===== config.mk =====
export PLATFORM = sky130hd
export DESIGN_NAME = linear_interp_resampler_top
export DESIGN_NICKNAME = d
export VERILOG_FILES = /design/src/rtl/lir_pkg.sv /design/src/rtl/linear_interp_resampler_top.sv /design/src/rtl/lir_div.sv /design/src/rtl/lir_ctrl.sv /design/src/rtl/lir_dp.sv
export VERILOG_INCLUDE_DIRS = /design/src /design/src/rtl
export SDC_FILE = /design/constraint.sdc
export NUM_CORES = 2
export LEC_CHECK = 0
export ABC_AREA = 1
export BUFFER_PORTS_ARGS = -buffer_cell sky130_fd_sc_hd__buf_4
export CAP_MARGIN = 10
export CORE_UTILIZATION = 65
export CTS_BUF_LIST = sky130_fd_sc_hd__clkbuf_2
export CTS_CLUSTER_DIAMETER = 30
export DETAILED_ROUTE_END_ITERATION = 6
export GPL_TIMING_DRIVEN = 0
export PLACE_DENSITY = 0.82
export RECOVER_POWER = 100
export SLEW_MARGIN = 20
export SYNTH_ARGS = -nofsm -noshare
export SYNTH_HDL_FRONTEND = slang
export SYNTH_SLANG_ARGS = --single-unit

===== constraint.sdc =====
create_clock -name clk -period 16.52 [get_ports clk]
set_input_delay 0.826 -clock clk [delete_from_list [all_inputs] [get_ports clk]]
set_output_delay 0.826 -clock clk [all_outputs]
set_load 0.02 [all_outputs]

===== src/rtl/assert_macros.svh =====
// Assertion macros used by the resampler top level.
`ifndef ASSERT_MACROS_SVH
`define ASSERT_MACROS_SVH

// A condition that must hold at every clock edge out of reset.
`define LIR_ASSERT(lbl, clk, rst_n, cond) \
  lbl: assert property (@(posedge clk) disable iff (!rst_n) (cond)) \
    else $error("resampler assertion failed");

// A condition that implies another in the same cycle.
`define LIR_ASSERT_IMP(lbl, clk, rst_n, ante, cons) \
  lbl: assert property (@(posedge clk) disable iff (!rst_n) (ante) |-> (cons)) \
    else $error("resampler assertion failed");

// A condition that implies another in the next cycle.
`define LIR_ASSERT_NXT(lbl, clk, rst_n, ante, cons) \
  lbl: assert property (@(posedge clk) disable iff (!rst_n) (ante) |=> (cons)) \
    else $error("resampler assertion failed");

`endif


===== src/rtl/lir_pkg.sv =====
// Package of constants and command/status types for the linear interpolation resampler.
`timescale 1ns / 1ps

package lir_pkg;

  // Sample, rate, counter and configuration widths.
  localparam int SAMPLE_W   = 24;
  localparam int RATE_W     = 18;
  localparam int ERR_W      = RATE_W + 2;
  localparam int CNT_W      = 32;
  localparam int CFG_IDX_W  = 2;
  localparam int CFG_DATA_W = 32;

  // Longest run of outputs one input word may cause.
  localparam int MAX_RUN    = 64;
  localparam int RUN_W      = $clog2(MAX_RUN + 1);

  // Interpolation arithmetic widths.
  localparam int PROD_W     = SAMPLE_W + RATE_W + 1;
  localparam int NUM_W      = PROD_W + 1;
  localparam int MAG_W      = SAMPLE_W + RATE_W;
  localparam int DIV_CNT_W  = $clog2(SAMPLE_W + 1);

  // Configuration register indexes.
  localparam logic [CFG_IDX_W-1:0] CFG_FROM_RATE    = 2'd0;
  localparam logic [CFG_IDX_W-1:0] CFG_TO_RATE      = 2'd1;
  localparam logic [CFG_IDX_W-1:0] CFG_OUTPUT_LIMIT = 2'd2;

  // Register reset values.
  localparam logic [RATE_W-1:0] FROM_RATE_RST    = 18'd32000;
  localparam logic [RATE_W-1:0] TO_RATE_RST      = 18'd32000;
  localparam logic [CNT_W-1:0]  OUTPUT_LIMIT_RST = 32'hFFFF_FFFF;

  // Commands from the controller to the datapath.
  typedef struct packed {
    logic accept;
    logic mul0;
    logic mul1;
    logic add;
    logic div_start;
    logic step;
    logic emit;
    logic finish;
  } lir_cmd_t;

  // Status from the datapath to the controller.
  typedef struct packed {
    logic e_neg;
    logic e_zero;
    logic run_full;
    logic suppressed;
    logic out_free;
    logic div_done;
  } lir_sts_t;

endpackage


===== src/rtl/linear_interp_resampler_top.sv =====
// Top level: an input word is accepted while idle; the outputs it causes then follow in turn.
// An output at zero time error goes straight to the output register; an interpolated one
// passes the multiplies, the add and the 24-step restoring divider that divides by the
// target rate, one quotient bit a cycle. A word holds the block until its run ends: its
// outputs, each step held back by the limit, and any wait for room in the output register.
// Synchronous active-low reset restores the default rates, the output limit, and clears
// the previous sample, the time error and the output count; no memory needs clearing.
`timescale 1ns / 1ps
`include "assert_macros.svh"

module linear_interp_resampler_top (
  input  logic                                clk,
  input  logic                                rst_n,
  input  logic                                cfg_we,
  input  logic [lir_pkg::CFG_IDX_W-1:0]       cfg_index,
  input  logic [lir_pkg::CFG_DATA_W-1:0]      cfg_data,
  input  logic                                in_valid,
  output logic                                in_ready,
  input  logic [lir_pkg::SAMPLE_W-1:0]        in_sample,
  output logic                                out_valid,
  input  logic                                out_ready,
  output logic signed [lir_pkg::SAMPLE_W-1:0] out_sample,
  output logic                                out_last_of_run
);

  lir_pkg::lir_cmd_t cmd;
  lir_pkg::lir_sts_t sts;

  // Sequencing of words and runs.
  lir_ctrl u_ctrl (
    .clk      (clk),
    .rst_n    (rst_n),
    .in_valid (in_valid),
    .in_ready (in_ready),
    .sts      (sts),
    .cmd      (cmd)
  );

  // Arithmetic, state and output register.
  lir_dp u_dp (
    .clk             (clk),
    .rst_n           (rst_n),
    .cfg_we          (cfg_we),
    .cfg_index       (cfg_index),
    .cfg_data        (cfg_data),
    .in_sample       (in_sample),
    .out_valid       (out_valid),
    .out_ready       (out_ready),
    .out_sample      (out_sample),
    .out_last_of_run (out_last_of_run),
    .cmd             (cmd),
    .sts             (sts)
  );

  // The controller issues at most one command at a time.
  `LIR_ASSERT(a_cmd_onehot, clk, rst_n, $onehot0(cmd))
  // A word is only loaded into the output register when it has room.
  `LIR_ASSERT_IMP(a_emit_free, clk, rst_n, cmd.emit, sts.out_free)
  // Once a word is accepted the block is busy with it in the next cycle.
  `LIR_ASSERT_NXT(a_busy_after_accept, clk, rst_n, in_valid && in_ready, !in_ready)

endmodule


===== src/rtl/lir_div.sv =====
// Restoring divider that yields one quotient bit per cycle.
`timescale 1ns / 1ps

module lir_div (
  input  logic                          clk,
  input  logic                          rst_n,
  input  logic                          start,
  input  logic [lir_pkg::MAG_W-1:0]     dividend,
  input  logic [lir_pkg::RATE_W-1:0]    divisor,
  output logic [lir_pkg::SAMPLE_W-1:0]  quotient,
  output logic                          done
);

  logic [lir_pkg::RATE_W-1:0]    rem_r, rem_nxt;
  logic [lir_pkg::SAMPLE_W-1:0]  quo_r, quo_nxt;
  logic [lir_pkg::RATE_W-1:0]    dsr_r;
  logic [lir_pkg::DIV_CNT_W-1:0] cnt_r, cnt_nxt;
  logic                          busy_r, busy_nxt;
  logic                          done_r, done_nxt;
  logic [lir_pkg::RATE_W:0]      shifted;
  logic [lir_pkg::RATE_W+1:0]    trial;

  // The dividend is below divisor times two to the sample width, so its top
  // bits already form a partial remainder smaller than the divisor.
  assign shifted = {rem_r, quo_r[lir_pkg::SAMPLE_W-1]};
  assign trial   = {1'b0, shifted} - {2'b00, dsr_r};

  always_comb begin
    rem_nxt  = rem_r;
    quo_nxt  = quo_r;
    cnt_nxt  = cnt_r;
    busy_nxt = busy_r;
    done_nxt = done_r;
    if (start) begin
      rem_nxt  = dividend[lir_pkg::MAG_W-1:lir_pkg::SAMPLE_W];
      quo_nxt  = dividend[lir_pkg::SAMPLE_W-1:0];
      cnt_nxt  = '0;
      busy_nxt = 1'b1;
      done_nxt = 1'b0;
    end else if (busy_r) begin
      if (trial[lir_pkg::RATE_W+1]) begin
        rem_nxt = shifted[lir_pkg::RATE_W-1:0];
        quo_nxt = {quo_r[lir_pkg::SAMPLE_W-2:0], 1'b0};
      end else begin
        rem_nxt = trial[lir_pkg::RATE_W-1:0];
        quo_nxt = {quo_r[lir_pkg::SAMPLE_W-2:0], 1'b1};
      end
      cnt_nxt = cnt_r + 1'b1;
      if (cnt_r == lir_pkg::DIV_CNT_W'(lir_pkg::SAMPLE_W - 1)) begin
        busy_nxt = 1'b0;
        done_nxt = 1'b1;
      end
    end
  end

  // Control flags are reset; the arithmetic registers are not.
  always_ff @(posedge clk) begin
    if (!rst_n) begin
      busy_r <= 1'b0;
      done_r <= 1'b0;
      cnt_r  <= '0;
    end else begin
      busy_r <= busy_nxt;
      done_r <= done_nxt;
      cnt_r  <= cnt_nxt;
    end
  end

  always_ff @(posedge clk) begin
    rem_r <= rem_nxt;
    quo_r <= quo_nxt;
    if (start) begin
      dsr_r <= divisor;
    end
  end

  assign quotient = quo_r;
  assign done     = done_r;

endmodule


===== src/rtl/lir_ctrl.sv =====
// Controller state machine that sequences each input word and its run of outputs.
`timescale 1ns / 1ps

module lir_ctrl (
  input  logic               clk,
  input  logic               rst_n,
  input  logic               in_valid,
  output logic               in_ready,
  input  lir_pkg::lir_sts_t  sts,
  output lir_pkg::lir_cmd_t  cmd
);

  localparam logic [2:0] ST_IDLE     = 3'd0;
  localparam logic [2:0] ST_CHECK    = 3'd1;
  localparam logic [2:0] ST_MUL0     = 3'd2;
  localparam logic [2:0] ST_MUL1     = 3'd3;
  localparam logic [2:0] ST_ADD      = 3'd4;
  localparam logic [2:0] ST_DIV_GO   = 3'd5;
  localparam logic [2:0] ST_DIV_WAIT = 3'd6;
  localparam logic [2:0] ST_EMIT     = 3'd7;

  logic [2:0] state_r, state_nxt;

  // Next state and commands.
  always_comb begin
    state_nxt = state_r;
    cmd       = '0;
    case (state_r)
      ST_IDLE: begin
        if (in_valid) begin
          cmd.accept = 1'b1;
          state_nxt  = ST_CHECK;
        end
      end
      ST_CHECK: begin
        if (sts.e_neg || sts.run_full) begin
          cmd.finish = 1'b1;
          state_nxt  = ST_IDLE;
        end else if (sts.suppressed) begin
          // Output limit reached: time still advances, nothing is produced.
          cmd.step = 1'b1;
        end else if (sts.e_zero) begin
          state_nxt = ST_EMIT;
        end else begin
          state_nxt = ST_MUL0;
        end
      end
      ST_MUL0: begin
        cmd.mul0  = 1'b1;
        state_nxt = ST_MUL1;
      end
      ST_MUL1: begin
        cmd.mul1  = 1'b1;
        state_nxt = ST_ADD;
      end
      ST_ADD: begin
        cmd.add   = 1'b1;
        state_nxt = ST_DIV_GO;
      end
      ST_DIV_GO: begin
        cmd.div_start = 1'b1;
        state_nxt     = ST_DIV_WAIT;
      end
      ST_DIV_WAIT: begin
        if (sts.div_done) begin
          state_nxt = ST_EMIT;
        end
      end
      ST_EMIT: begin
        if (sts.out_free) begin
          cmd.emit  = 1'b1;
          state_nxt = ST_CHECK;
        end
      end
      default: begin
        state_nxt = ST_IDLE;
      end
    endcase
  end

  always_ff @(posedge clk) begin
    if (!rst_n) begin
      state_r <= ST_IDLE;
    end else begin
      state_r <= state_nxt;
    end
  end

  assign in_ready = (state_r == ST_IDLE);

endmodule


===== src/rtl/lir_dp.sv =====
// Datapath: configuration, time error, interpolation arithmetic and output register.
`timescale 1ns / 1ps

module lir_dp (
  input  logic                                clk,
  input  logic                                rst_n,
  input  logic                                cfg_we,
  input  logic [lir_pkg::CFG_IDX_W-1:0]       cfg_index,
  input  logic [lir_pkg::CFG_DATA_W-1:0]      cfg_data,
  input  logic [lir_pkg::SAMPLE_W-1:0]        in_sample,
  output logic                                out_valid,
  input  logic                                out_ready,
  output logic signed [lir_pkg::SAMPLE_W-1:0] out_sample,
  output logic                                out_last_of_run,
  input  lir_pkg::lir_cmd_t                   cmd,
  output lir_pkg::lir_sts_t                   sts
);

  localparam int TMAX_W = lir_pkg::RATE_W + lir_pkg::RUN_W;

  // Configuration registers.
  logic [lir_pkg::RATE_W-1:0] from_rate_r;
  logic [lir_pkg::RATE_W-1:0] to_rate_r;
  logic [lir_pkg::CNT_W-1:0]  out_limit_r;

  // Stream state kept between words.
  logic signed [lir_pkg::SAMPLE_W-1:0] prev_r;
  logic signed [lir_pkg::ERR_W-1:0]    terr_r;
  logic [lir_pkg::CNT_W-1:0]           out_cnt_r;
  logic                                started_r;

  // Working registers of the word in progress.
  logic signed [lir_pkg::SAMPLE_W-1:0] y0_r, y1_r;
  logic signed [lir_pkg::ERR_W-1:0]    e_r;
  logic [lir_pkg::RATE_W-1:0]          from_eff_r, to_eff_r;
  logic [lir_pkg::RUN_W-1:0]           iter_r;
  logic signed [lir_pkg::PROD_W-1:0]   p1_r, p2_r;
  logic                                num_neg_r;
  logic [lir_pkg::MAG_W-1:0]           num_mag_r;

  // Output register.
  logic                                out_valid_r;
  logic signed [lir_pkg::SAMPLE_W-1:0] out_sample_r;
  logic                                out_last_r;

  logic [lir_pkg::RATE_W-1:0]          from_eff, to_in, to_eff;
  logic [TMAX_W-1:0]                   to_max;
  logic signed [lir_pkg::RATE_W:0]     e_op, d_op;
  logic [lir_pkg::RATE_W-1:0]          to_minus_e;
  logic signed [lir_pkg::PROD_W-1:0]   p1_nxt, p2_nxt;
  logic signed [lir_pkg::NUM_W-1:0]    num;
  logic [lir_pkg::NUM_W-1:0]           num_abs;
  logic [lir_pkg::SAMPLE_W-1:0]        quo;
  logic                                div_done;
  logic signed [lir_pkg::SAMPLE_W-1:0] interp;
  logic                                last_nxt;

  // Effective rates: zero reads as one, and to is capped at MAX_RUN times from.
  assign from_eff = (from_rate_r == '0) ? lir_pkg::RATE_W'(1) : from_rate_r;
  assign to_in    = (to_rate_r == '0) ? lir_pkg::RATE_W'(1) : to_rate_r;
  assign to_max   = TMAX_W'(from_eff) * TMAX_W'(lir_pkg::MAX_RUN);
  assign to_eff   = (TMAX_W'(to_in) > to_max) ? lir_pkg::RATE_W'(to_max) : to_in;

  // Interpolation terms: y0*e + y1*(to - e), with 0 < e < to.
  assign to_minus_e = to_eff_r - e_r[lir_pkg::RATE_W-1:0];
  assign e_op       = {1'b0, e_r[lir_pkg::RATE_W-1:0]};
  assign d_op       = {1'b0, to_minus_e};
  assign p1_nxt     = lir_pkg::PROD_W'(y0_r) * lir_pkg::PROD_W'(e_op);
  assign p2_nxt     = lir_pkg::PROD_W'(y1_r) * lir_pkg::PROD_W'(d_op);
  assign num        = lir_pkg::NUM_W'(p1_r) + lir_pkg::NUM_W'(p2_r);
  assign num_abs    = num[lir_pkg::NUM_W-1] ? -num : num;

  // The divider works on the magnitude; the sign goes back on afterwards.
  lir_div u_div (
    .clk      (clk),
    .rst_n    (rst_n),
    .start    (cmd.div_start),
    .dividend (num_mag_r),
    .divisor  (to_eff_r),
    .quotient (quo),
    .done     (div_done)
  );

  assign interp = num_neg_r ? -$signed(quo) : $signed(quo);

  // A word is the last of its run when the loop ends after it or the limit stops
  // every later one.
  assign last_nxt = (e_r[lir_pkg::RATE_W-1:0] < from_eff_r) ||
                    (iter_r == lir_pkg::RUN_W'(lir_pkg::MAX_RUN - 1)) ||
                    ((out_cnt_r + 1'b1) == out_limit_r);

  // Configuration and stream state, cleared by reset.
  always_ff @(posedge clk) begin
    if (!rst_n) begin
      from_rate_r <= lir_pkg::FROM_RATE_RST;
      to_rate_r   <= lir_pkg::TO_RATE_RST;
      out_limit_r <= lir_pkg::OUTPUT_LIMIT_RST;
      prev_r      <= '0;
      terr_r      <= '0;
      out_cnt_r   <= '0;
      started_r   <= 1'b0;
      out_valid_r <= 1'b0;
    end else begin
      if (cfg_we) begin
        case (cfg_index)
          lir_pkg::CFG_FROM_RATE:    from_rate_r <= cfg_data[lir_pkg::RATE_W-1:0];
          lir_pkg::CFG_TO_RATE:      to_rate_r   <= cfg_data[lir_pkg::RATE_W-1:0];
          lir_pkg::CFG_OUTPUT_LIMIT: out_limit_r <= cfg_data[lir_pkg::CNT_W-1:0];
          default: begin
          end
        endcase
      end
      if (cmd.accept) begin
        prev_r    <= $signed(in_sample);
        started_r <= 1'b1;
      end
      if (cmd.finish) begin
        terr_r <= e_r[lir_pkg::ERR_W-1] ? e_r : '1;
      end
      if (cmd.emit) begin
        out_cnt_r <= out_cnt_r + 1'b1;
      end
      if (cmd.emit) begin
        out_valid_r <= 1'b1;
      end else if (out_ready) begin
        out_valid_r <= 1'b0;
      end
    end
  end

  // Run counters: loaded on accept, advanced on every iteration.
  always_ff @(posedge clk) begin
    if (!rst_n) begin
      e_r    <= '0;
      iter_r <= '0;
    end else if (cmd.accept) begin
      e_r    <= started_r ? terr_r + lir_pkg::ERR_W'(to_eff) : terr_r;
      iter_r <= '0;
    end else if (cmd.step || cmd.emit) begin
      e_r    <= e_r - lir_pkg::ERR_W'(from_eff_r);
      iter_r <= iter_r + 1'b1;
    end
  end

  // Payload registers.
  always_ff @(posedge clk) begin
    if (cmd.accept) begin
      y0_r       <= prev_r;
      y1_r       <= $signed(in_sample);
      from_eff_r <= from_eff;
      to_eff_r   <= to_eff;
    end
    if (cmd.mul0) begin
      p1_r <= p1_nxt;
    end
    if (cmd.mul1) begin
      p2_r <= p2_nxt;
    end
    if (cmd.add) begin
      num_neg_r <= num[lir_pkg::NUM_W-1];
      num_mag_r <= num_abs[lir_pkg::MAG_W-1:0];
    end
    if (cmd.emit) begin
      out_sample_r <= (e_r == '0) ? y1_r : interp;
      out_last_r   <= last_nxt;
    end
  end

  // Status to the controller.
  assign sts.e_neg      = e_r[lir_pkg::ERR_W-1];
  assign sts.e_zero     = (e_r == '0);
  assign sts.run_full   = (iter_r == lir_pkg::RUN_W'(lir_pkg::MAX_RUN));
  assign sts.suppressed = (out_cnt_r >= out_limit_r);
  assign sts.out_free   = !out_valid_r || out_ready;
  assign sts.div_done   = div_done;

  assign out_valid       = out_valid_r;
  assign out_sample      = out_sample_r;
  assign out_last_of_run = out_last_r;

endmodule

After elaboration in Yosys (flattened, before gate mapping)
Cells that the tools add are included.
Storage, ports and cells
  bits in registers: 481
  bits in latches: 0
  memory bits (writable): 0
  ROM bits: 0
  bits of input ports: 63
  output and inout bits: 27
  logic and storage cells: 122
  memories kept: 0
Operators by class
  add/sub/neg operators: 10
  multiply operators: 2
  divide/modulo/power cells: 0
  $lt $le $gt $ge: 3
  equal/unequal tests: 17
  shifts and indexed selects: 0
  multiplexer cells: 41
  bitwise logic cells: 1
  reductions and logical operators: 21
Operator list (number)
  two-way mux 18 bit: 6
  two-way mux 24 bit: 4
  multiplier 24 x 19 -> 43 bit: 2
  two-way mux 20 bit: 3
  adder 43 x 43 -> 44 bit: 1
  two-way mux 42 bit: 1
  negation 42 bit: 1
  zero test 18 bit: 2
  adder 32 x 1 -> 32 bit (second input constant): 1
  == test 32 bit: 1
  greater-or-equal comparator 32 bit: 1
  > comparator 18 x 24 -> 1 bit: 1
  negation 24 bit: 1
  one-hot mux 3 bit (8 select lines): 1
  adder 20 x 18 -> 20 bit: 1
  zero test 20 bit: 1
  subtractor 19 x 18 -> 20 bit: 1
  subtractor 20 x 18 -> 20 bit: 1
  two-way mux 1 bit: 19
  two-way mux 19 bit: 1
  < comparator 18 bit: 1
  two-way mux 3 bit: 6
  subtractor 18 bit: 1
  == test 3 bit (second input constant): 4
  other kinds (21): 33

Longest topological paths before layout
  depth after elaboration: 7
  mapped depth: 41
  mapped depth without buffers: 39

Hierarchy
From an unflattened synthesis, not the netlist that was laid out.
Second synthesis, totals
  cell total of the unflattened synthesis: 7505
  area, all modules: 60018.8 um2
By module, submodules not included
  lir_dp: instances 1, cells an instance 6917, area an instance 55605.8 um2, sequential area each 10610.2 um2
  lir_div: instances 1, cells an instance 531, area an instance 4090.2 um2, sequential area each 1941.9 um2
  lir_ctrl: instances 1, cells an instance 57, area an instance 322.8 um2, sequential area each 60.1 um2

Worst setup path after synthesis
OpenSTA, ideal clock, no wires.
  path type: register to register
  start point: reg u_dp.e_r[2] in the netlist's numbering
  end point: reg u_dp.p2_r[34] in the netlist's numbering (data pin)
  library setup time: 0.259 ns
  data arrival time: 6.939 ns
  data required time: 16.261 ns
  path slack: 9.322 ns
  cell stages (with the launch flop): 31
  buffers on the path: 3
  clock period less this slack: 7.198 ns
  cell sequence: dfxtp_1 -> clkbuf_1 -> inv_1 -> ha_1 -> inv_1 -> o31ai_1 -> a21oi_1 -> or2_2 -> a21oi_1 -> or2_2 -> buf_2 -> buf_4 -> nand3_1 -> fa_1 -> fa_1 -> inv_1 -> fa_1 -> inv_1 -> fa_1 -> fa_1 -> fa_1 -> inv_1 -> ha_1 -> nand2_1 -> nor2_1 -> inv_1 -> nor3_1 -> a21oi_1 -> o21ai_0 -> a31oi_1 -> xnor2_1
Between the ends
  word-level cells in the longest chain between the ends: 2
RTL lines
  from (decl): RTL line lir_dp.sv:34  | logic signed [lir_pkg::ERR_W-1:0] e_r;
  from (signal assigned): RTL line lir_dp.sv:137  | e_r <= started_r ? terr_r + lir_pkg::ERR_W'(to_eff) : terr_r;
  from (signal assigned): RTL line lir_dp.sv:140  | e_r <= e_r - lir_pkg::ERR_W'(from_eff_r);
  subtractor 18 bit: RTL line lir_dp.sv:65  | assign to_minus_e = to_eff_r - e_r[lir_pkg::RATE_W-1:0];
  multiplier 24 x 19 -> 43 bit: RTL line lir_dp.sv:69  | assign p2_nxt = lir_pkg::PROD_W'(y1_r) * lir_pkg::PROD_W'(d_op);
  via u_dp.p2_nxt (one bit): RTL line lir_dp.sv:50  | logic signed [lir_pkg::PROD_W-1:0] p1_nxt, p2_nxt;
  to (signal assigned): RTL line lir_dp.sv:157  | p2_r <= p2_nxt;
  to (decl): RTL line lir_dp.sv:37  | logic signed [lir_pkg::PROD_W-1:0] p1_r, p2_r;
The timed path passes the listed nets, and every way through them passes these cells.
A chain may end at the register's enable or synchronous reset.

Worst setup path after layout
  start point: reg u_dp.e_r[3] in the netlist's numbering
  end point: reg u_dp.p2_r[42] in the netlist's numbering (data pin)
Same word-level chain as after synthesis.

==> impl_metrics.py <==
metrics = {
    "logic_synthesis": {
        "yosys.area.top_type": "fa_1",
        "syn_inst": 7453,
        "synth_top_area_share_pct": 28.9,
        "synthTopCellsByArea": "fa_1 29%, edfxtp_1 15%, nand2_1 11%",
        "synth_edf_count": 298,
        "synthesis.area_um2": 59800,
        "ys_top_cells_by_count": "1683 x nand2_1, 1663 x inv_1, 863 x fa_1, 565 x nor2_1, 386 x ha_1",
        "synth_area_per_cell_um2": 8.02,
        "yosysMostFrequentCell": "nand2_1",
        "async_flop_share_pct": 0,
        "yosys_warnings": 0,
        "synth_seq_cells": 481,
        "seq_area_frac_synth_pct": 21.1,
        "synth_cell_types": 66,
        "syn_nets": 8765,
        "synthFlopType": "edfxtp_1",
    },
    "floorplan": {
        "fp.dieW_um": 305,
        "die-area_um2": 93200,
        "die_h_um": 305,
        "coreArea_um2": 90600,
        "ios": 90,
        "start_util_pct": 66.0,
        "rows": 110,
    },
    "global_routing": {
        "grt_pass1_vias": 52000,
        "grt_pass1_wl_mm": 296,
        "grt_overflow": 0,
        "grt_max_degree": 32,
        "grtUsageTotal_pct": 42.2,
        "antenna_found_initial": 12,
    },
    "routing": {
        "ant_nets": 0,
        "drt_first_pass_iters": 6,
        "drcViolationCount": 0,
        "vias": 52000,
        "routed_wl_mm": 194,
        "routed_via_density": 5.77,
        "initialDrtViolationCount": 5536,
        "wl_per_cell_um": 21.5,
    },
    "critical_path": {
        "cp-end-kind": "flop",
        "critPathTopFamily": "adder cells",
        "worst-path-max-fanout": 10,
        "worstPathRequired_ns": 17.47,
        "r2r-start": "u_dp.e_r[3]",
        "critPathBufInv": 8,
        "cp.arrival_ns": 11.15,
        "critical_path_class": "reg2reg",
        "slowest_stage": "clkbuf_1",
        "reg2reg_to": "u_dp.p2_r[42]",
        "start_kind": "flop",
        "timing.reg2reg.setup_slack_ns": 6.33,
        "reg2regPathDepth": 30,
        "slowest_delay_ns": 0.89,
    },
    "cts": {
        "clk_latency_ns": 1.32,
        "clock_path_buffers": 3,
        "cts_buffers": 115,
        "clock-root-buffer": "clkbuf_2",
        "path_clk_slew_ns": 0.12,
        "cts_tree": "built",
        "post-cts-setup-buffer-count": 0,
        "clock_sinks": 481,
        "h-tree-depth": 3,
    },
    "timing": {
        "period_minus_slack_ns": 10.19,
        "slew_violations": 201,
        "worst_slack_ns": 6.33,
        "max_freq_mhz": 98.1,
        "fin_setup_tns_ns": 0,
        "period_share_pct": 61.7,
        "grt_setup_unrepaired": "no",
        "relSlewSlack_pct": -42.0,
        "finClkSkew_ns": 0.139,
        "tightest_slew_ns": 2.12,
        "finalSetupViolCount": 0,
        "hold_viol_final": 0,
    },
    "outcome": {
        "status": "complete, but fails checks",
        "violations": "capacitance limit, slew limit",
    },
    "final_layout": {
        "num-fill-cells": 7561,
        "multiInputGateArea_um2": 39700,
        "final-seq-area_um2": 12600,
        "finalNetCount": 9043,
        "final_util_pct": 70.2,
        "stdcell_area_um2": 63500,
        "drive_above_1_share_pct": 4.01,
        "area_growth_pct": 6.26,
    },
    "place": {
        "placed_area_um2": 62200,
        "gp_congestion": 1.08,
        "dpl_worst_slack_ns": 6.92,
        "dpl.hpwl_mm": 159,
        "portBuffers": 89,
    },
    "job": {
        "cap_violations": 7,
    },
    "min_path": {
        "worstHoldPathCells": 4,
        "hold-path-endpoint": "u_dp.out_limit_r[23]",
        "hold_start": "cfg_data[23]",
        "min_path_type": "in2reg",
    },
}
==> metal layers <==
| layer | GRT usage, % | vias up | routed length [µm] |
|---|---|---|---|
| met3 | 10.0 | 683 | 23200 |
| li1 | - | 23400 | - |
| met5 | 0 | - | 52 |
| met4 | 26.5 | 8 | 14300 |
| met1 | 54.6 | 25000 | 72300 |
| met2 | 64.2 | 2980 | 84100 |
==> metrics by stage <==
step / instances / hold WS (ns)
CTS: 9003 / 0.175
detailed placement: 8726 / 0.416
floorplan: 7453 / 0.409
global route: 9008 / 0.249
finish: 9013 / 0.268
global placement: 8718 / 0.410
==> cell type report <==
cell class,instances,share of cell area [%]
diodes,10,0.0394
plain buffers,280,1.68
clock buffers,167,1.32
clock inverters,46,0.538
inverters,1681,9.93
multi-input cells,5011,62.5
flip-flops and latches,481,19.8
well taps,1176,2.32
repair buffers,161,1.80
==> state kept, by name (all words and copies together), names as in the netlist, 3 cells and up <==
register,flops
u_dp.prev_r,24
u_dp.out_sample,24
u_dp.y0_r,24
u_dp.to_eff_r,18
u_ctrl.state_r,3
u_dp.to_rate_r,18
u_dp.u_div.quotient,24
u_dp.e_r,20
u_dp.p1_r,43
u_dp.out_limit_r,32
u_dp.out_cnt_r,32
u_dp.from_eff_r,18
u_dp.y1_r,24
u_dp.u_div.rem_r,18
u_dp.iter_r,7
u_dp.from_rate_r,18
u_dp.terr_r,20
u_dp.u_div.cnt_r,5
u_dp.p2_r,43
u_dp.num_mag_r,42
u_dp.u_div.dsr_r,18
==> cells in the final DEF (no fill, tap or decap), drive strengths merged, types with 46 or more instances in the layout <==
cell,instances
dfxtp,183
nand3,248
buf,64
ha,386
nor2,584
a31oi,58
inv,1670
o211ai,46
a21oi,340
dlygate4sd3,64
clkbuf,480
nor3,58
o21ai,298
nand4,53
nand2,1700
xor2,143
clkinv,48
edfxtp,298
xnor2,76
fa,863
==> worst max-delay path by stage <==
stage	start	end	depth (start not counted)
2_1_floorplan	u_dp.e_r[2]	u_dp.p2_r[34]	30
3_3_place_gp	u_dp.e_r[1]	u_dp.p2_r[42]	34
3_5_place_dp	u_dp.e_r[1]	u_dp.p2_r[42]	34
4_1_cts	u_dp.e_r[1]	u_dp.p2_r[42]	34
5_1_grt	u_dp.e_r[3]	u_dp.p2_r[42]	30
6_report	u_dp.e_r[3]	u_dp.p2_r[42]	30
==> what timing repair did <==
action	4_1_cts	5_1_grt
setup endpoints to repair	0	0
hold endpoints to repair	122	0
hold buffers	64	0
gates resized for setup	0	0
==> worst register-to-register path: cells and delay by family (launching register included) <==
kind | cells | cell delay [ns]
fa+ha+maj | 8 | 4.27
buf+inv | 8 | 2.27
simple gates | 10 | 2.16
compound gates | 3 | 0.46
flops | 1 | 0.35
xor+xnor | 1 | 0.35
==> kinds of logic (layout without fill, tap and decap cells) <==
group	Yosys count	after routing	share of synthesized area (%)
xor+xnor	220	220	3.27
buf+inv	1961	2335	12.4
flops	481	481	21.1
compound gates	825	825	7.69
other cells	0	10	0
simple gates	2717	2717	18.6
fa+ha+maj	1249	1249	37.0
Power is left out: the tool's default activity adds up to more than one toggle a clock period on the data nets, which glitch-free logic cannot reach.
